--- config.mk ---
export PLATFORM = sky130hd
export DESIGN_NAME = battery_drain_rate_estimator_core_flat
export DESIGN_NICKNAME = d
export VERILOG_FILES = /design/src/bdre_pkg.sv /design/src/bdre_stream_if.sv /design/src/bdre_track.sv /design/src/bdre_mul.sv /design/src/bdre_div.sv /design/src/battery_drain_rate_estimator_core.sv /design/src/flat_wrapper.sv
export SDC_FILE = /design/constraint.sdc
export NUM_CORES = 1
export LEC_CHECK = 0
export BUFFER_PORTS_ARGS = -buffer_cell sky130_fd_sc_hd__clkbuf_2
export CAP_MARGIN = 30
export CORE_ASPECT_RATIO = 2
export CORE_MARGIN = 1.5
export CORE_UTILIZATION = 46
export CTS_BUF_LIST = sky130_fd_sc_hd__clkbuf_16
export DETAILED_ROUTE_END_ITERATION = 10
export GPL_ROUTABILITY_DRIVEN = 0
export GPL_TIMING_DRIVEN = 0
export HOLD_SLACK_MARGIN = 0.02
export PLACE_DENSITY_LB_ADDON = 0.3
export SETUP_SLACK_MARGIN = 0.4
export SLEW_MARGIN = 10
export SYNTH_ARGS = -nofsm -noshare
export SYNTH_HDL_FRONTEND = slang
export SYNTH_SLANG_ARGS = --single-unit
--- constraint.sdc ---
create_clock -name clock -period 3.6 [get_ports clock]
set_input_delay 0.54 -clock clock [delete_from_list [all_inputs] [get_ports clock]]
set_output_delay 0.54 -clock clock [all_outputs]
set_load 0.01 [all_outputs]
--- src/bdre_pkg.sv ---
// Shared types and constants for the battery drain rate estimator.
package bdre_pkg;

   localparam int REQUEST_PERIOD_DEFAULT = 10;
   localparam int PERCENT_W = 7;
   localparam int EST_W = 16;
   localparam int REMAIN_W = 23;
   localparam int RATE_W = 12;
   localparam int PHASE_W = 4;
   localparam int TRANS_W = 2;
   localparam int MUL_CNT_W = 3;
   localparam int DIV_CNT_W = 4;

   localparam logic [EST_W-1:0] EST_RESET = 16'd108;
   localparam logic [RATE_W-1:0] RATE_NUMERATOR = 12'd3600;
   localparam logic [TRANS_W-1:0] LATCH_AFTER = 2'd2;
   localparam logic [TRANS_W-1:0] TRANS_MAX = 2'd3;
   localparam logic [EST_W-1:0] COUNT_MAX = 16'hFFFF;

   typedef struct packed {
      logic [PERCENT_W-1:0] battery_percent;
      logic lens_busy;
   } req_type;

   typedef struct packed {
      logic request_report;
      logic [REMAIN_W-1:0] seconds_remaining;
      logic [RATE_W-1:0] percent_per_hour;
   } rsp_type;

   typedef struct packed {
      logic request_report;
      logic [EST_W-1:0] estimate;
   } track_type;

   typedef enum logic [2:0] {
      ST_IDLE = 3'b001,
      ST_RUN = 3'b010,
      ST_DONE = 3'b100
   } state_type;

endpackage

--- src/bdre_stream_if.sv ---
// Valid/ready channel carrying one payload per transaction.
interface bdre_stream_if #(
   parameter type payload_type = logic
);
   logic valid;
   logic ready;
   payload_type payload;

   modport source (output valid, output payload, input ready);
   modport sink (input valid, input payload, output ready);
endinterface

--- src/bdre_track.sv ---
// Level tracking, report phase and seconds-per-percent estimate state.
module bdre_track #(
   parameter int REQUEST_PERIOD = bdre_pkg::REQUEST_PERIOD_DEFAULT
) (
   input logic clock,
   input logic reset,
   input logic take,
   input logic [bdre_pkg::PERCENT_W-1:0] level,
   input logic busy,
   input logic csr_we,
   input logic [bdre_pkg::EST_W-1:0] csr_wdata,
   output bdre_pkg::track_type upd
);
   import bdre_pkg::*;

   logic [PHASE_W-1:0] phase_ff, phase_in, phase_inc;
   logic [PERCENT_W-1:0] prev_ff;
   logic prev_valid_ff;
   logic [EST_W-1:0] secs_ff, secs_in;
   logic [TRANS_W-1:0] trans_ff, trans_in;
   logic [EST_W-1:0] est_ff, est_in;
   logic same;

   always_comb begin
      phase_inc = phase_ff + PHASE_W'(1);
      phase_in = phase_inc;
      upd.request_report = 1'b0;
      if (phase_inc >= PHASE_W'(REQUEST_PERIOD)) begin
         phase_in = '0;
         upd.request_report = !busy;
      end
      same = prev_valid_ff && (level == prev_ff);
      trans_in = trans_ff;
      est_in = est_ff;
      if (same) begin
         secs_in = (secs_ff == COUNT_MAX) ? secs_ff : secs_ff + EST_W'(1);
      end else begin
         secs_in = '0;
         trans_in = (trans_ff == TRANS_MAX) ? trans_ff : trans_ff + TRANS_W'(1);
         if (trans_in > LATCH_AFTER) begin
            est_in = secs_ff;
         end
      end
      upd.estimate = est_in;
   end

   always_ff @(posedge clock) begin
      if (reset) begin
         phase_ff <= '0;
         prev_ff <= '0;
         prev_valid_ff <= 1'b0;
         secs_ff <= '0;
         trans_ff <= '0;
         est_ff <= EST_RESET;
      end else if (csr_we) begin
         est_ff <= csr_wdata;
      end else if (take) begin
         phase_ff <= phase_in;
         prev_ff <= level;
         prev_valid_ff <= 1'b1;
         secs_ff <= secs_in;
         trans_ff <= trans_in;
         est_ff <= est_in;
      end
   end
endmodule

--- src/bdre_mul.sv ---
// Bit-serial shift-add multiplier: estimate times level, one level bit per cycle.
module bdre_mul (
   input logic clock,
   input logic reset,
   input logic start,
   input logic [bdre_pkg::EST_W-1:0] mcand,
   input logic [bdre_pkg::PERCENT_W-1:0] mplier,
   output logic done,
   output logic [bdre_pkg::REMAIN_W-1:0] product
);
   import bdre_pkg::*;

   logic [REMAIN_W-1:0] acc_ff, mcand_ff;
   logic [PERCENT_W-1:0] mplier_ff;
   logic [MUL_CNT_W-1:0] cnt_ff;

   always_ff @(posedge clock) begin
      if (reset) begin
         cnt_ff <= '0;
      end else if (start) begin
         cnt_ff <= MUL_CNT_W'(PERCENT_W);
      end else if (cnt_ff != '0) begin
         cnt_ff <= cnt_ff - MUL_CNT_W'(1);
      end
   end

   always_ff @(posedge clock) begin
      if (start) begin
         acc_ff <= '0;
         mcand_ff <= REMAIN_W'(mcand);
         mplier_ff <= mplier;
      end else if (cnt_ff != '0) begin
         if (mplier_ff[0]) begin
            acc_ff <= acc_ff + mcand_ff;
         end
         mcand_ff <= {mcand_ff[REMAIN_W-2:0], 1'b0};
         mplier_ff <= {1'b0, mplier_ff[PERCENT_W-1:1]};
      end
   end

   assign done = (cnt_ff == '0);
   assign product = acc_ff;
endmodule

--- src/bdre_div.sv ---
// Restoring divider: 3600 over the estimate, one quotient bit per cycle.
module bdre_div (
   input logic clock,
   input logic reset,
   input logic start,
   input logic [bdre_pkg::EST_W-1:0] divisor,
   output logic done,
   output logic [bdre_pkg::RATE_W-1:0] quotient
);
   import bdre_pkg::*;

   logic [EST_W-1:0] rem_ff, div_ff;
   logic [RATE_W-1:0] quo_ff;
   logic zero_ff;
   logic [DIV_CNT_W-1:0] cnt_ff;
   logic [EST_W:0] trial, diff;

   always_comb begin
      trial = {rem_ff, quo_ff[RATE_W-1]};
      diff = trial - {1'b0, div_ff};
   end

   always_ff @(posedge clock) begin
      if (reset) begin
         cnt_ff <= '0;
      end else if (start) begin
         cnt_ff <= DIV_CNT_W'(RATE_W);
      end else if (cnt_ff != '0) begin
         cnt_ff <= cnt_ff - DIV_CNT_W'(1);
      end
   end

   always_ff @(posedge clock) begin
      if (start) begin
         rem_ff <= '0;
         div_ff <= divisor;
         quo_ff <= RATE_NUMERATOR;
         zero_ff <= (divisor == '0);
      end else if (cnt_ff != '0) begin
         if (!diff[EST_W]) begin
            rem_ff <= diff[EST_W-1:0];
            quo_ff <= {quo_ff[RATE_W-2:0], 1'b1};
         end else begin
            rem_ff <= trial[EST_W-1:0];
            quo_ff <= {quo_ff[RATE_W-2:0], 1'b0};
         end
      end
   end

   assign done = (cnt_ff == '0);
   assign quotient = zero_ff ? RATE_NUMERATOR : quo_ff;
endmodule

--- src/battery_drain_rate_estimator_core.sv ---
// Top level of the battery drain rate estimator.
//
//   channel | dir | transaction
//   req     | in  | battery_percent, lens_busy (one per second tick)
//   rsp     | out | request_report, seconds_remaining, percent_per_hour
//   csr     | in  | write of initial_seconds_per_percent (also loads estimate)
//
// A transaction runs accept, 12 divider steps (the serial divider bounds
// it; the 7-step multiplier runs alongside), collect, then the load of the
// output register, which waits while a held response is stalled. The output
// register lets the next request be accepted while a response is stalled.
// Synchronous reset restores the estimate to 108 and clears all counters.
module battery_drain_rate_estimator_core #(
   parameter int REQUEST_PERIOD = bdre_pkg::REQUEST_PERIOD_DEFAULT
) (
   input logic clock,
   input logic reset,
   bdre_stream_if.sink req,
   bdre_stream_if.source rsp,
   input logic csr_we,
   input logic [bdre_pkg::EST_W-1:0] csr_wdata
);
   import bdre_pkg::*;

   state_type state_ff, state_in;
   track_type upd;
   logic take;
   logic request_ff;
   logic mul_done, div_done;
   logic [REMAIN_W-1:0] product;
   logic [RATE_W-1:0] quotient;
   logic rsp_valid_ff;
   rsp_type rsp_data_ff;
   logic load_rsp;

   assign req.ready = (state_ff == ST_IDLE);
   assign take = req.valid && req.ready;

   bdre_track #(
      .REQUEST_PERIOD(REQUEST_PERIOD)
   ) u_track (
      .clock(clock),
      .reset(reset),
      .take(take),
      .level(req.payload.battery_percent),
      .busy(req.payload.lens_busy),
      .csr_we(csr_we),
      .csr_wdata(csr_wdata),
      .upd(upd)
   );

   bdre_mul u_mul (
      .clock(clock),
      .reset(reset),
      .start(take),
      .mcand(upd.estimate),
      .mplier(req.payload.battery_percent),
      .done(mul_done),
      .product(product)
   );

   bdre_div u_div (
      .clock(clock),
      .reset(reset),
      .start(take),
      .divisor(upd.estimate),
      .done(div_done),
      .quotient(quotient)
   );

   assign load_rsp = (state_ff == ST_DONE) && (!rsp_valid_ff || rsp.ready);

   always_comb begin
      state_in = state_ff;
      unique case (state_ff)
         ST_IDLE: begin
            if (take) state_in = ST_RUN;
         end
         ST_RUN: begin
            if (mul_done && div_done) state_in = ST_DONE;
         end
         ST_DONE: begin
            if (load_rsp) state_in = ST_IDLE;
         end
         default: state_in = ST_IDLE;
      endcase
   end

   always_ff @(posedge clock) begin
      if (reset) begin
         state_ff <= ST_IDLE;
         rsp_valid_ff <= 1'b0;
      end else begin
         state_ff <= state_in;
         if (load_rsp) begin
            rsp_valid_ff <= 1'b1;
         end else if (rsp.ready) begin
            rsp_valid_ff <= 1'b0;
         end
      end
   end

   always_ff @(posedge clock) begin
      if (take) begin
         request_ff <= upd.request_report;
      end
      if (load_rsp) begin
         rsp_data_ff.request_report <= request_ff;
         rsp_data_ff.seconds_remaining <= product;
         rsp_data_ff.percent_per_hour <= quotient;
      end
   end

   assign rsp.valid = rsp_valid_ff;
   assign rsp.payload = rsp_data_ff;
endmodule

--- src/flat_wrapper.sv ---
// flat-port wrapper written by rule: the top's interface ports become plain ports
module battery_drain_rate_estimator_core_flat import bdre_pkg::*;
#(
   parameter int REQUEST_PERIOD = bdre_pkg::REQUEST_PERIOD_DEFAULT
)
  (clock, reset, csr_we, csr_wdata, req_valid, req_payload, req_ready, rsp_valid, rsp_payload, rsp_ready);
  bdre_stream_if #(.payload_type(req_type)) req_i ();
  bdre_stream_if #(.payload_type(rsp_type)) rsp_i ();
  input logic clock;
  input logic reset;
  input logic csr_we;
  input logic [bdre_pkg::EST_W-1:0] csr_wdata;
  input wire logic [$bits(req_i.valid)-1:0] req_valid;
  input wire logic [$bits(req_i.payload)-1:0] req_payload;
  output wire logic [$bits(req_i.ready)-1:0] req_ready;
  output wire logic [$bits(rsp_i.valid)-1:0] rsp_valid;
  output wire logic [$bits(rsp_i.payload)-1:0] rsp_payload;
  input wire logic [$bits(rsp_i.ready)-1:0] rsp_ready;
  assign req_i.valid = req_valid;
  assign req_i.payload = req_payload;
  assign req_ready = req_i.ready;
  assign rsp_valid = rsp_i.valid;
  assign rsp_payload = rsp_i.payload;
  assign rsp_i.ready = rsp_ready;
  battery_drain_rate_estimator_core #(.REQUEST_PERIOD(REQUEST_PERIOD)) u_core (.clock(clock), .reset(reset), .req(req_i), .rsp(rsp_i), .csr_we(csr_we), .csr_wdata(csr_wdata));
endmodule
Yosys cells after proc, flatten, opt, wreduce, memory -nomap -nowiden --
Cells that the tools add are included.
Storage, ports and cells: register bits 192, input port bits 29, output and inout bits 38, word-level logic and storage cells 90
Cells by class: add/sub/neg operators 7, order comparisons 2, equal/unequal tests 10, mux-type cells 24, bitwise logic cells 2, reduce and logical (&&, ||, !) cells 22
Operator list (count):
- $mux W16 | 9
- $add A23 B23 Y23 | 1
- $sub A17 B16 Y17 | 1
- $add A16 B1 Y16 const B | 1
- $eq A16 B16 Y1 const B | 1
- $logic_not A16 Y1 | 1
- $mux W3 | 5
- $mux W7 | 2
- $mux W4 | 3
- $pmux W3 S3 | 1
- $reduce_and A3 Y1 | 3
- $reduce_bool A2 Y1 | 4
- $eq A7 B7 Y1 | 1
- $add A4 B1 Y4 const B | 1
- $ge A4 B4 Y1 const B | 1
- $logic_and A1 B1 Y1 | 4
- $logic_not A4 Y1 | 1
- $ne A2 B1 Y1 const B | 2
- $ne A2 B2 Y1 const B | 2
- $reduce_and A2 Y1 | 2
- $reduce_bool A4 Y1 | 1
- $sub A4 B1 Y4 const B | 1
- $eq A3 B1 Y1 const B | 1
- $eq A3 B2 Y1 const B | 1
- other kinds (13) | 17

Longest topological paths before layout --
Gate-level depths: netlist of run 1.
depth in word-level cells 7, gate-level depth with buffers 13, mapped depth without buffers 11

Modules after synthesis --
A second synthesis of run 1 with hierarchy kept.
Second synthesis, totals: cells, all modules 1042, area total of the unflattened synthesis 10147.2 um^2
Modules (own cells, without submodules):
- bdre_mul | times used 1, cells each 363, area each 3337.0 um^2
- bdre_div | times used 1, cells each 307, area each 2826.5 um^2
- bdre_track | times used 1, cells each 310, area each 2662.6 um^2
- battery_drain_rate_estimator_core | times used 1, cells each 62, area each 1321.3 um^2

Worst setup path before layout of run 1 --
OpenSTA, ideal clock, no wires.
path kind register to register, start reg u_core.state_ff[2], end reg u_core.rsp_data_ff (netlist bit u_core.rsp.payload[0]) (enable), library setup time 429 ps, arrival 2349 ps, required time 3171 ps, path slack 822 ps, cell stages (with the launch flop) 3, path buffers 0, cells stage by stage dfxtp_1 or3b_2 nor2_1
On the way: word-level cells in the longest chain between the ends 2
RTL lines:
- start: declaration | line battery_drain_rate_estimator_core.sv:25 | state_type state_ff, state_in;
- start signal: assignment | line battery_drain_rate_estimator_core.sv:94 | state_ff <= state_in;
- $eq A3 B3 Y1 | line battery_drain_rate_estimator_core.sv:71 | assign load_rsp = (state_ff == ST_DONE) && (!rsp_valid_ff || rsp.ready);
- $logic_and A1 B1 Y1 | line battery_drain_rate_estimator_core.sv:71
- named net u_core.load_rsp | line battery_drain_rate_estimator_core.sv:34 | logic load_rsp;
- end: declaration | line battery_drain_rate_estimator_core.sv:33 | rsp_type rsp_data_ff;
The timed path passes the listed nets, and every way through them passes these cells. A chain may end at the register's enable or synchronous reset.

Worst setup path after layout of run 1 --
start reg u_core.u_div.quo_ff[11], end reg u_core.u_div.quo_ff[0]
On the way: word-level cells in the longest chain between the ends 2
RTL lines:
- start: declaration | line bdre_div.sv:13 | logic [RATE_W-1:0] quo_ff;
- start signal: assignment | line bdre_div.sv:42 | quo_ff <= {quo_ff[RATE_W-2:0], 1'b1};
- start signal: assignment | line bdre_div.sv:45 | quo_ff <= {quo_ff[RATE_W-2:0], 1'b0};
- $sub A17 B16 Y17 | line bdre_div.sv:20 | diff = trial - {1'b0, div_ff};
- $mux W1 | line bdre_div.sv:40 | if (!diff[EST_W]) begin
No other way between the ends.

==> metrics.txt, run 1 <==
IO Port Bufs=64; Final Setup Violations=0; CP Capture Type=flop; Worst path max stage delay=0.55 ns; Final Hold Viols=0; vias after detailed routing=7,663; CP required=3.98 ns; H-tree depth=4; 1st-iter DRT viols=321; worst slew pin tran=0.673 ns; Final ANT Viol Nets=0; Tot Pwr=7.95 mW; relative slew slack=55.2%; largest net degree at the start of global routing=35; Tmin final=2.99 ns; DRC violations left=0; final period utilization=83.1%; worst vdd ir=0.000392 V; top cells by area, synth=edfxtp_1, dfxtp_1, ha_1; Main synth FF type=dfxtp_1; status=completed; cts hold-fix bufs=0; P_leak=4.44 nW; M1 GR Usage=22.6%; Ys Warns=0; core area=0.0204 mm^2; Clock Latency Late Sink=0.46 ns; die height=206 um; Netlist Area Pre-Place=0.00950 mm^2; cell count after synthesis=1,044; Crit-path slowest cell=xor2_2; DR pass1 iterations=4; share of cells above drive strength 1=11.9%; Slew Limit Fails=0; hpwl dp=17,300 um; Critical Path Fanout Max=10; Avg Inst Size Synth=9.10 um^2; Final #Nets=1,208; Num CTS Buffers=17; CP dominant cell by count=o31a_4; Critical Path AT=3.37 ns; CP startpoint kind=flop; final core occ=53.3%; Routed wire per std cell=16.3 um; DP Area=0.0102 mm^2; root buffer cell=clkbuf_16; first-pass GRT wire length=37,200 um; TNS Setup=0 ns; Post-synth EDFFs=77; I/O pin count=67; initial antenna violation count=0; post-synth top area share=24.3%; Final Skew=0.0137 ns; most frequent cells in the layout=nand2_1, dfxtp_1, a21oi_1; most common cell after layout, fill and taps aside=nand2_1; GRT Overall Usage=22.2%; number of clock sinks=192; class of the worst hold path=primary input to flop; GRT busiest layer=met2; Detailed Route WL=23,000 um; WP buf/inv=1; vias in the first global route=7,447; Fillers=1,931; kind of critical path=flop to flop; fmax=0.334 GHz; Starting Density=46.6%; Die ar.=0.0216 mm^2; delay-heaviest family, CP=compound AO/OA/AOI/OAI gates; Area Overhead vs Synth=14.3%; CTS tree=yes; RSZ-0062 raised after global routing=no; cells traversed along the worst timing path=inv_1, ha_1, fa_1, nor2b_4, o31a_4, o31a_4, a211oi_4, o31ai_4, xor2_2, nand2_1, a21oi_1; Syn Nets=1,120; worst-case clock buffer depth=2; Rows=74; gr ovfl total=0; Async SR Flop Fraction=0%; design area=0.0109 mm^2; die width=105 um; sequential share of the synthesized area=48.6%; met2 Use GR=42.1%; vias per cell=5.43; Max-cap violations=0; power per cell area=732 mW/mm^2; ant diodes=0; Yosys reg bits=192; number of library cell types mapped by synthesis=61; dominant cell type by area after synthesis=edfxtp_1; met3 Resource Use GR=3.06%; Worst-path clk slew=0.07 ns
## cells by family (layout without fill, tap and decap cells)
logic type               Yosys count  count (layout)  share of synthesized area, %
adder cells (fa/ha/maj)           47              47                          6.35
buffers and inverters            102             203                          4.25
multiplexers                      20              20                          2.11
XOR/XNOR                          46              46                          4.32
AO/OA/AOI/OAI                    222             222                          14.3
AND/OR/NAND/NOR                  415             415                          20.1
flip-flops                       192             192                          48.6
## metrics by stage
step	worst slack [ns]	hold WS [ns]	std cells
after global placement	-0.185	0.407	1374
after detailed placement	-0.164	0.420	1375
after floorplan	0.822	0.400	1044
after CTS	0.358	0.309	1407
final	0.609	0.320	1411
after global routing	0.443	0.334	1411
## cells in the mapped netlist (5+ instances only)
master	instances
xnor2_1	29
nor2b_1	16
o211ai_1	5
or3_1	12
dfxtp_1	115
nor3_1	23
buf_2	5
o31ai_1	5
mux2i_1	20
a21o_1	8
edfxtp_1	77
inv_1	54
a21oi_1	111
nor3b_1	5
clkbuf_1	36
nor2_1	104
o21a_1	7
nand3_1	52
nand2_1	150
ha_1	45
or2_2	7
a211oi_1	19
nand4_1	7
nand2b_1	8
and2_1	6
xor2_1	16
o21ai_0	38
## worst register-to-register path, delay by kind of cell, from the launching register on
kind	cells	cell delay, ns
compound gates	5	1.01
simple gates	2	0.27
buf+inv	1	0.06
flops	1	0.36
fa+ha+maj	2	0.67
xor+xnor	1	0.56
## state kept, by name (all words and copies together) (netlist names), 4 cells and up
register                 cells
u_core.u_mul.mplier_ff       7
u_core.u_track.prev_ff       7
u_core.u_track.est_ff       16
u_core.u_track.phase_ff      4
u_core.u_mul.product        23
u_core.u_track.secs_ff      16
u_core.u_div.rem_ff         16
u_core.u_div.div_ff         16
u_core.u_div.quo_ff         12
u_core.u_mul.mcand_ff       23
u_core.rsp.payload          36
u_core.u_div.cnt_ff          4
## layout make-up
| type | instances | area, um^2 | share of cell area (%) |
|---|---|---|---|
| clock buffers | 17 | 425 | 3.92 |
| well taps | 266 | 333 | 3.06 |
| inverters | 55 | 206 | 1.90 |
| multi-input cells | 750 | 4530 | 41.7 |
| repair buffers | 69 | 390 | 3.59 |
| clock inverters | 15 | 166 | 1.53 |
| plain buffers | 47 | 199 | 1.83 |
| flip-flops and latches | 192 | 4610 | 42.5 |
## report_power, final
| part | internal [mW] | total [mW] | switching, mW |
|---|---|---|---|
| sequential | 2.74 | 3.06 | 0.329 |
| combinational | 1.20 | 2.99 | 1.79 |
| clock | 0.935 | 1.90 | 0.961 |
| total | 4.88 | 7.95 | 3.08 |
## layer usage
layer	part of all wire (%)	vias up
li1	-	3815
met4	5.1	0
met2	54	166
met3	3.0	54
met1	38	3628
met5	0	-
## worst paths after layout
kind         cells past startpoint                                endpoint                                 start  slack (ns)
max                             11     u_core.u_div.quo_ff[0]$_SDFFE_PP0P_  u_core.u_div.quo_ff[11]$_SDFFE_PP1P_        0.61
min                              3  u_core.u_track.est_ff[11]$_SDFFE_PP0P_                         csr_wdata[11]        0.32
max reg2reg                     11     u_core.u_div.quo_ff[0]$_SDFFE_PP0P_  u_core.u_div.quo_ff[11]$_SDFFE_PP1P_        0.61
min reg2reg                      0        u_core.rsp.payload[35]$_DFFE_PP_       u_core.request_ff$_SDFFCE_PN0P_        0.44
## timing repair
item | CTS | global route
buffers inserted | 0 | 3
resized for setup | 4 | 4
endpoints found under the hold margin | 0 | 0
pin swaps | 0 | 1
endpoints found under the setup margin | 6 | 1
Power figures use the tool's default switching activity.
==> run 2, diff against run 1 <==
==> constraint.sdc (replaced) <==
create_clock -name clock -period 2.4 [get_ports clock]
set_input_delay 0.36 -clock clock [delete_from_list [all_inputs] [get_ports clock]]
set_output_delay 0.36 -clock clock [all_outputs]
set_load 0.01 [all_outputs]
==> run 2 against run 1 <==
  * The flow now finishes with violations (negative setup slack)
  * Flip-flop and latch count unchanged
  * Power increased by 75%
  * Largest cell class is now multi-input combinational cells
  * Die area unchanged
  * Sequential power increased by 52%
  * Worst setup slack got worse by 1.0 ns
  * Utilization increased by 9.8 points
  * Critical path type unchanged
  * Cell count increased by 6.1%
  * Cell area increased by 18%
  * Register-to-register slack got worse by 1.0 ns
  * Hold slack got worse by 0.17 ns
==> metrics.txt, run 2 (same netlist as run 1, synthesis figures left out) <==
status=complete, but fails checks; failing checks=negative setup slack; worst-case clock buffer depth=2; Critical Path AT=3.12 ns; relative slew slack=47.7%; Starting Density=46.6%; GRT Overall Usage=25.9%; hpwl dp=18,100 um; 1st-iter DRT viols=660; Final #Nets=1,294; cts hold-fix bufs=0; Die ar.=0.0216 mm^2; DP Area=0.0104 mm^2; Critical Path Fanout Max=5; Tmin final=2.80 ns; initial antenna violation count=0; largest net degree at the start of global routing=28; fmax=0.357 GHz; class of the worst hold path=primary input to flop; Num CTS Buffers=17; most common cell after layout, fill and taps aside=nand2_1; DR pass1 iterations=6; core area=0.0204 mm^2; max reg flops=36; first-pass GRT wire length=42,900 um; vias per cell=5.69; I/O pin count=67; worst slew pin tran=0.784 ns; Detailed Route WL=28,900 um; Routed wire per std cell=19.3 um; H-tree depth=4; pre-CTS WS=-0.600 ns; most frequent cells in the layout=nand2_1, dfxtp_1, nor2_1; Final Skew=0.00942 ns; kind of critical path=flop to flop; CP Capture Type=flop; TNS Setup=-7.08 ns; number of clock sinks=192; root buffer cell=clkbuf_16; Rows=74; Final Hold Viols=0; power per cell area=1080 mW/mm^2; die height=206 um; R2R Setup Slk=-0.40 ns; design area=0.0129 mm^2; Slew Limit Fails=0; Final Setup Violations=25; IO Port Bufs=64; vias after detailed routing=8,524; RSZ-0062 raised after global routing=yes; Worst-path clk slew=0.07 ns; CTS tree=yes; P_leak=5.25 nW; die width=105 um; CP required=2.72 ns; post-route setup slack=-0.401 ns; gr ovfl total=0; DRC violations left=0; CP startpoint kind=flop; share of cells above drive strength 1=32.5%; dpl cells=1,375; Clock Latency Late Sink=0.45 ns; worst vdd ir=0.000629 V; worst hold margin=0.147 ns; final period utilization=117%; ant diodes=0; Non-Filler Instances=1,497; Max-cap violations=0; Area Overhead vs Synth=35.4%; vias in the first global route=8,415; Final ANT Viol Nets=0
## run 2: worst max-delay path, stage by stage (launching register included)
cell and delay [ns]:
edfxtp_1 0.39, ha_4 0.16, fa_2 0.23, nor2b_4 0.05, o31a_4 0.34, o31a_4 0.31, a211oi_4 0.31, o31ai_4 0.11
buf_4 0.17, buf_12 0.13, xor2_4 0.15, buf_6 0.14, nand3_1 0.07, nand3_1 0.12
## run 2: path summary, 6_finish.rpt
check | from | to | cells after the start
hold reg to reg | u_core.request_ff$_SDFFCE_PN0P_ | u_core.rsp.payload[35]$_DFFE_PP_ | 0
hold / removal | csr_wdata[5] | u_core.u_track.est_ff[5]$_SDFFE_PP1P_ | 3
setup / recovery | u_core.u_div.div_ff[0]$_DFFE_PP_ | u_core.u_div.rem_ff[2]$_SDFFE_PP0P_ | 13
setup reg to reg | u_core.u_div.div_ff[0]$_DFFE_PP_ | u_core.u_div.rem_ff[2]$_SDFFE_PP0P_ | 13
## run 2: per-layer routing
metal  GRT usage, %  part of all wire, %  vias to the layer above
li1               -                    -                     4000
met1           25.2                   34                     4022
met2           48.0                   53                      377
met3           5.17                  4.9                      125
met4           19.1                  8.0                        0
met5              0                    0                        -
## run 2: final cells by class
type | instances | area (um^2)
clock buffers | 18 | 450
well taps | 266 | 333
clock inverters | 14 | 166
repair buffers | 155 | 1300
fillers | 1578 | 7510
multi-input cells | 750 | 5470
plain buffers | 47 | 288
inverters | 55 | 208
flip-flops and latches | 192 | 4640
## run 2: report_power, final
part | switching, mW | internal, mW
logic | 3.46 | 2.82
registers | 0.535 | 4.10
clock network | 1.36 | 1.64
## run 2: repair_timing
action | 4_1_cts | 5_1_grt
pin swaps | 80 | 60
cloned | 5 | 0
buffers inserted | 51 | 34
resized for setup | 187 | 103
endpoints found under the setup margin | 171 | 143
## run 2: metrics by stage
stage	util, %	total power, mW
6_report	63.1	13.9
5_1_grt	63.1	14.7
4_1_cts	60.1	13.2
3_5_place_dp	51.2	9.22
3_3_place_gp	51.0	9.11
2_1_floorplan	-	8.09
==> run 3, diff against run 2 <==
--- a/config.mk
+++ b/config.mk
@@ -5,6 +5,7 @@
 export SDC_FILE = /design/constraint.sdc
 export NUM_CORES = 1
 export LEC_CHECK = 0
+export ABC_AREA = 1
 export BUFFER_PORTS_ARGS = -buffer_cell sky130_fd_sc_hd__clkbuf_2
 export CAP_MARGIN = 30
 export CORE_ASPECT_RATIO = 2
==> run 3 against run 2 <==
  * Count of clock-buffer cells in the layout shrank 1
  * Highest routed layer unchanged
  * Sequential power rose by 11%
  * Register-to-register slack better by 0.64 ns
  * Non-clock buffer count decreased by 47
  * Clock power decreased by 6.7%
  * Hold slack got worse by 0.018 ns
  * The run now ends clean
==> metrics.txt, run 3 <==
Routed wire per std cell=16.4 um; DRC violations left=0; total area of sequential cells=0.00462 mm^2; worst vdd ir=0.000619 V; Tmin final=2.16 ns; GRT Overall Usage=25.1%; DP Area=0.0115 mm^2; Final Skew=0.00902 ns; Rows=78; CP required=2.80 ns; kind of critical path=flop to flop; power per cell area=1310 mW/mm^2; Critical Path Fanout Max=6; Async SR Flop Fraction=0%; Slew Limit Fails=0; Final Hold Viols=0; most common cell after layout, fill and taps aside=nand2_1; CTS tree=yes; Post-synth EDFFs=77; number of library cell types mapped by synthesis=47; ant diodes=0; Starting Density=47.0%; top-count cell post-synth=nand2_1; I/O pin count=67; most frequent cells in the layout=nand2_1, inv_1, dfxtp_1; first-pass GRT wire length=47,100 um; Num CTS Buffers=17; class of the worst hold path=primary input to flop; core area=0.0227 mm^2; Clock Latency Late Sink=0.46 ns; WP buf/inv=2; post-synth top area share=21.6%; Avg Inst Size Synth=7.32 um^2; top cells by count, synth=nand2_1, inv_1, dfxtp_1; status=completed; post-route setup slack=0.239 ns; worst slew pin tran=0.757 ns; Crit-path slowest cell=edfxtp_1; P_leak=6.32 nW; cells traversed along the worst timing path=ha_2, fa_2, nand3b_1, nand2_2, nand2_2, nand2_4, nand2_4, nand2_4, nand2_8, nand2_8, buf_8, nand2_1, nand3_2, nand2_1, inv_1; sequential share of the synthesized area=43.1%; DR pass1 iterations=5; fmax=0.463 GHz; Final ANT Viol Nets=0; root buffer cell=clkbuf_16; dpl cells=1,806; hpwl dp=22,800 um; vias per cell=5.34; delay-heaviest family, CP=simple AND/OR/NAND/NOR gates; number of clock sinks=192; die height=219 um; Non-Filler Instances=1,884; dominant cell type by area after synthesis=edfxtp_1; IO Port Bufs=64; share of cells above drive strength 1=19.4%; Detailed Route WL=30,900 um; vias in the first global route=9,571; Final #Nets=1,667; Yosys reg bits=192; Die ar.=0.0242 mm^2; Worst path max stage delay=0.39 ns; vias after detailed routing=10,100; die width=111 um; 1st-iter DRT viols=516; Main synth FF type=dfxtp_1; R2R Setup Slk=0.24 ns; gr ovfl total=0; Critical Path AT=2.56 ns; CP Capture Type=flop; worst-case clock buffer depth=2; cts hold-fix bufs=0; multi-input logic area=0.00559 mm^2; CP dominant cell by count=nand2_4; CP startpoint kind=flop; Worst-path clk slew=0.07 ns; cell count after synthesis=1,461; final period utilization=90.1%; initial antenna violation count=0; pre-CTS WS=-0.0685 ns; final core occ=57.6%; relative slew slack=49.5%; RSZ-0062 raised after global routing=yes; Netlist Area Pre-Place=0.0107 mm^2; Syn Nets=1,537; design area=0.0131 mm^2; TNS Setup=0 ns; max reg flops=36; largest net degree at the start of global routing=25; Final Setup Violations=0; top cells by area, synth=edfxtp_1, dfxtp_1, nand2_1; Ys Warns=0; H-tree depth=4; Max-cap violations=0; Area Overhead vs Synth=22.4%; Fillers=2,048
==> run 3: cell types whose count changed after synthesis, sizes merged, moves of 20 or more <==
cell   before  now
nand2     150  436
mux2i      20    0
o21ai      38  103
nand3      52  105
xnor2      30    6
a21oi     111   83
inv        54  246
==> run 3: stage by stage <==
| step | hold WS, ns | total power [mW] |
|---|---|---|
| 2_1_floorplan | 0.400 | 10.3 |
| 3_3_place_gp | 0.443 | 12.1 |
| 3_5_place_dp | 0.443 | 12.3 |
| 4_1_cts | 0.121 | 16.0 |
| 5_1_grt | 0.137 | 18.4 |
| 6_report | 0.129 | 17.2 |
==> run 3: per-layer routing <==
layer / share of wire, % / GRT usage (%) / vias up
met5: 0 / 0 / -
met2: 54 / 48.3 / 292
met4: 7.6 / 20.0 / 0
met3: 3.4 / 3.85 / 136
met1: 35 / 22.9 / 4682
li1: - / - / 4943
==> run 3: area by class of cell <==
cell class	instances	area share, %
Tap cell	280	2.67
Buffer	46	1.96
Timing Repair Buffer	109	5.70
Sequential cell	192	35.3
Multi-Input combinational cell	974	42.7
Inverter	249	7.23
Timing Repair inverter	2	0.0955
Clock inverter	15	1.16
Clock buffer	17	3.25
==> run 3: power breakdown <==
group,switching (mW),internal [mW],leakage (nW)
Clock,1.28,1.53,0.287
Sequential,0.694,4.46,1.70
Combinational,5.62,3.61,4.34
==> run 3: cells by family (layout without fill, tap and decap cells) <==
logic type | count (synthesis) | after routing | synth area share, %
compound gates | 234 | 234 | 12.0
xor+xnor | 30 | 30 | 2.46
fa+ha+maj | 47 | 47 | 5.64
buf+inv | 295 | 438 | 10.6
flops | 192 | 192 | 43.1
simple gates | 663 | 663 | 26.1
==> run 3: path summary, 6_finish.rpt <==
path / start / end / cells past startpoint
setup / recovery: u_core.u_div.div_ff[0]$_DFFE_PP_ / u_core.u_div.rem_ff[4]$_SDFFE_PP0P_ / 15
hold / removal: csr_wdata[6] / u_core.u_track.est_ff[6]$_SDFFE_PP1P_ / 3
setup reg to reg: u_core.u_div.div_ff[0]$_DFFE_PP_ / u_core.u_div.rem_ff[4]$_SDFFE_PP0P_ / 15
hold reg to reg: u_core.u_track.prev_valid_ff$_SDFFE_PP0P_ / u_core.u_track.prev_valid_ff$_SDFFE_PP0P_ / 2
==> run 3: what timing repair did <==
item                                    4_1_cts  5_1_grt
endpoints found under the setup margin       83      100
resized for setup                            66      122
setup buffers                                22       20
pin swaps                                    19       55
gates cloned                                  3        1
==> run 3: worst register-to-register path: stages (launching register included) <==
cell	delay, ns
edfxtp_1	0.39
ha_2	0.21
fa_2	0.34
nand3b_1	0.17
nand2_2	0.08
nand2_2	0.06
nand2_4	0.08
nand2_4	0.07
nand2_4	0.11
nand2_8	0.09
nand2_8	0.13
buf_8	0.14
nand2_1	0.06
nand3_2	0.05
nand2_1	0.06
inv_1	0.06
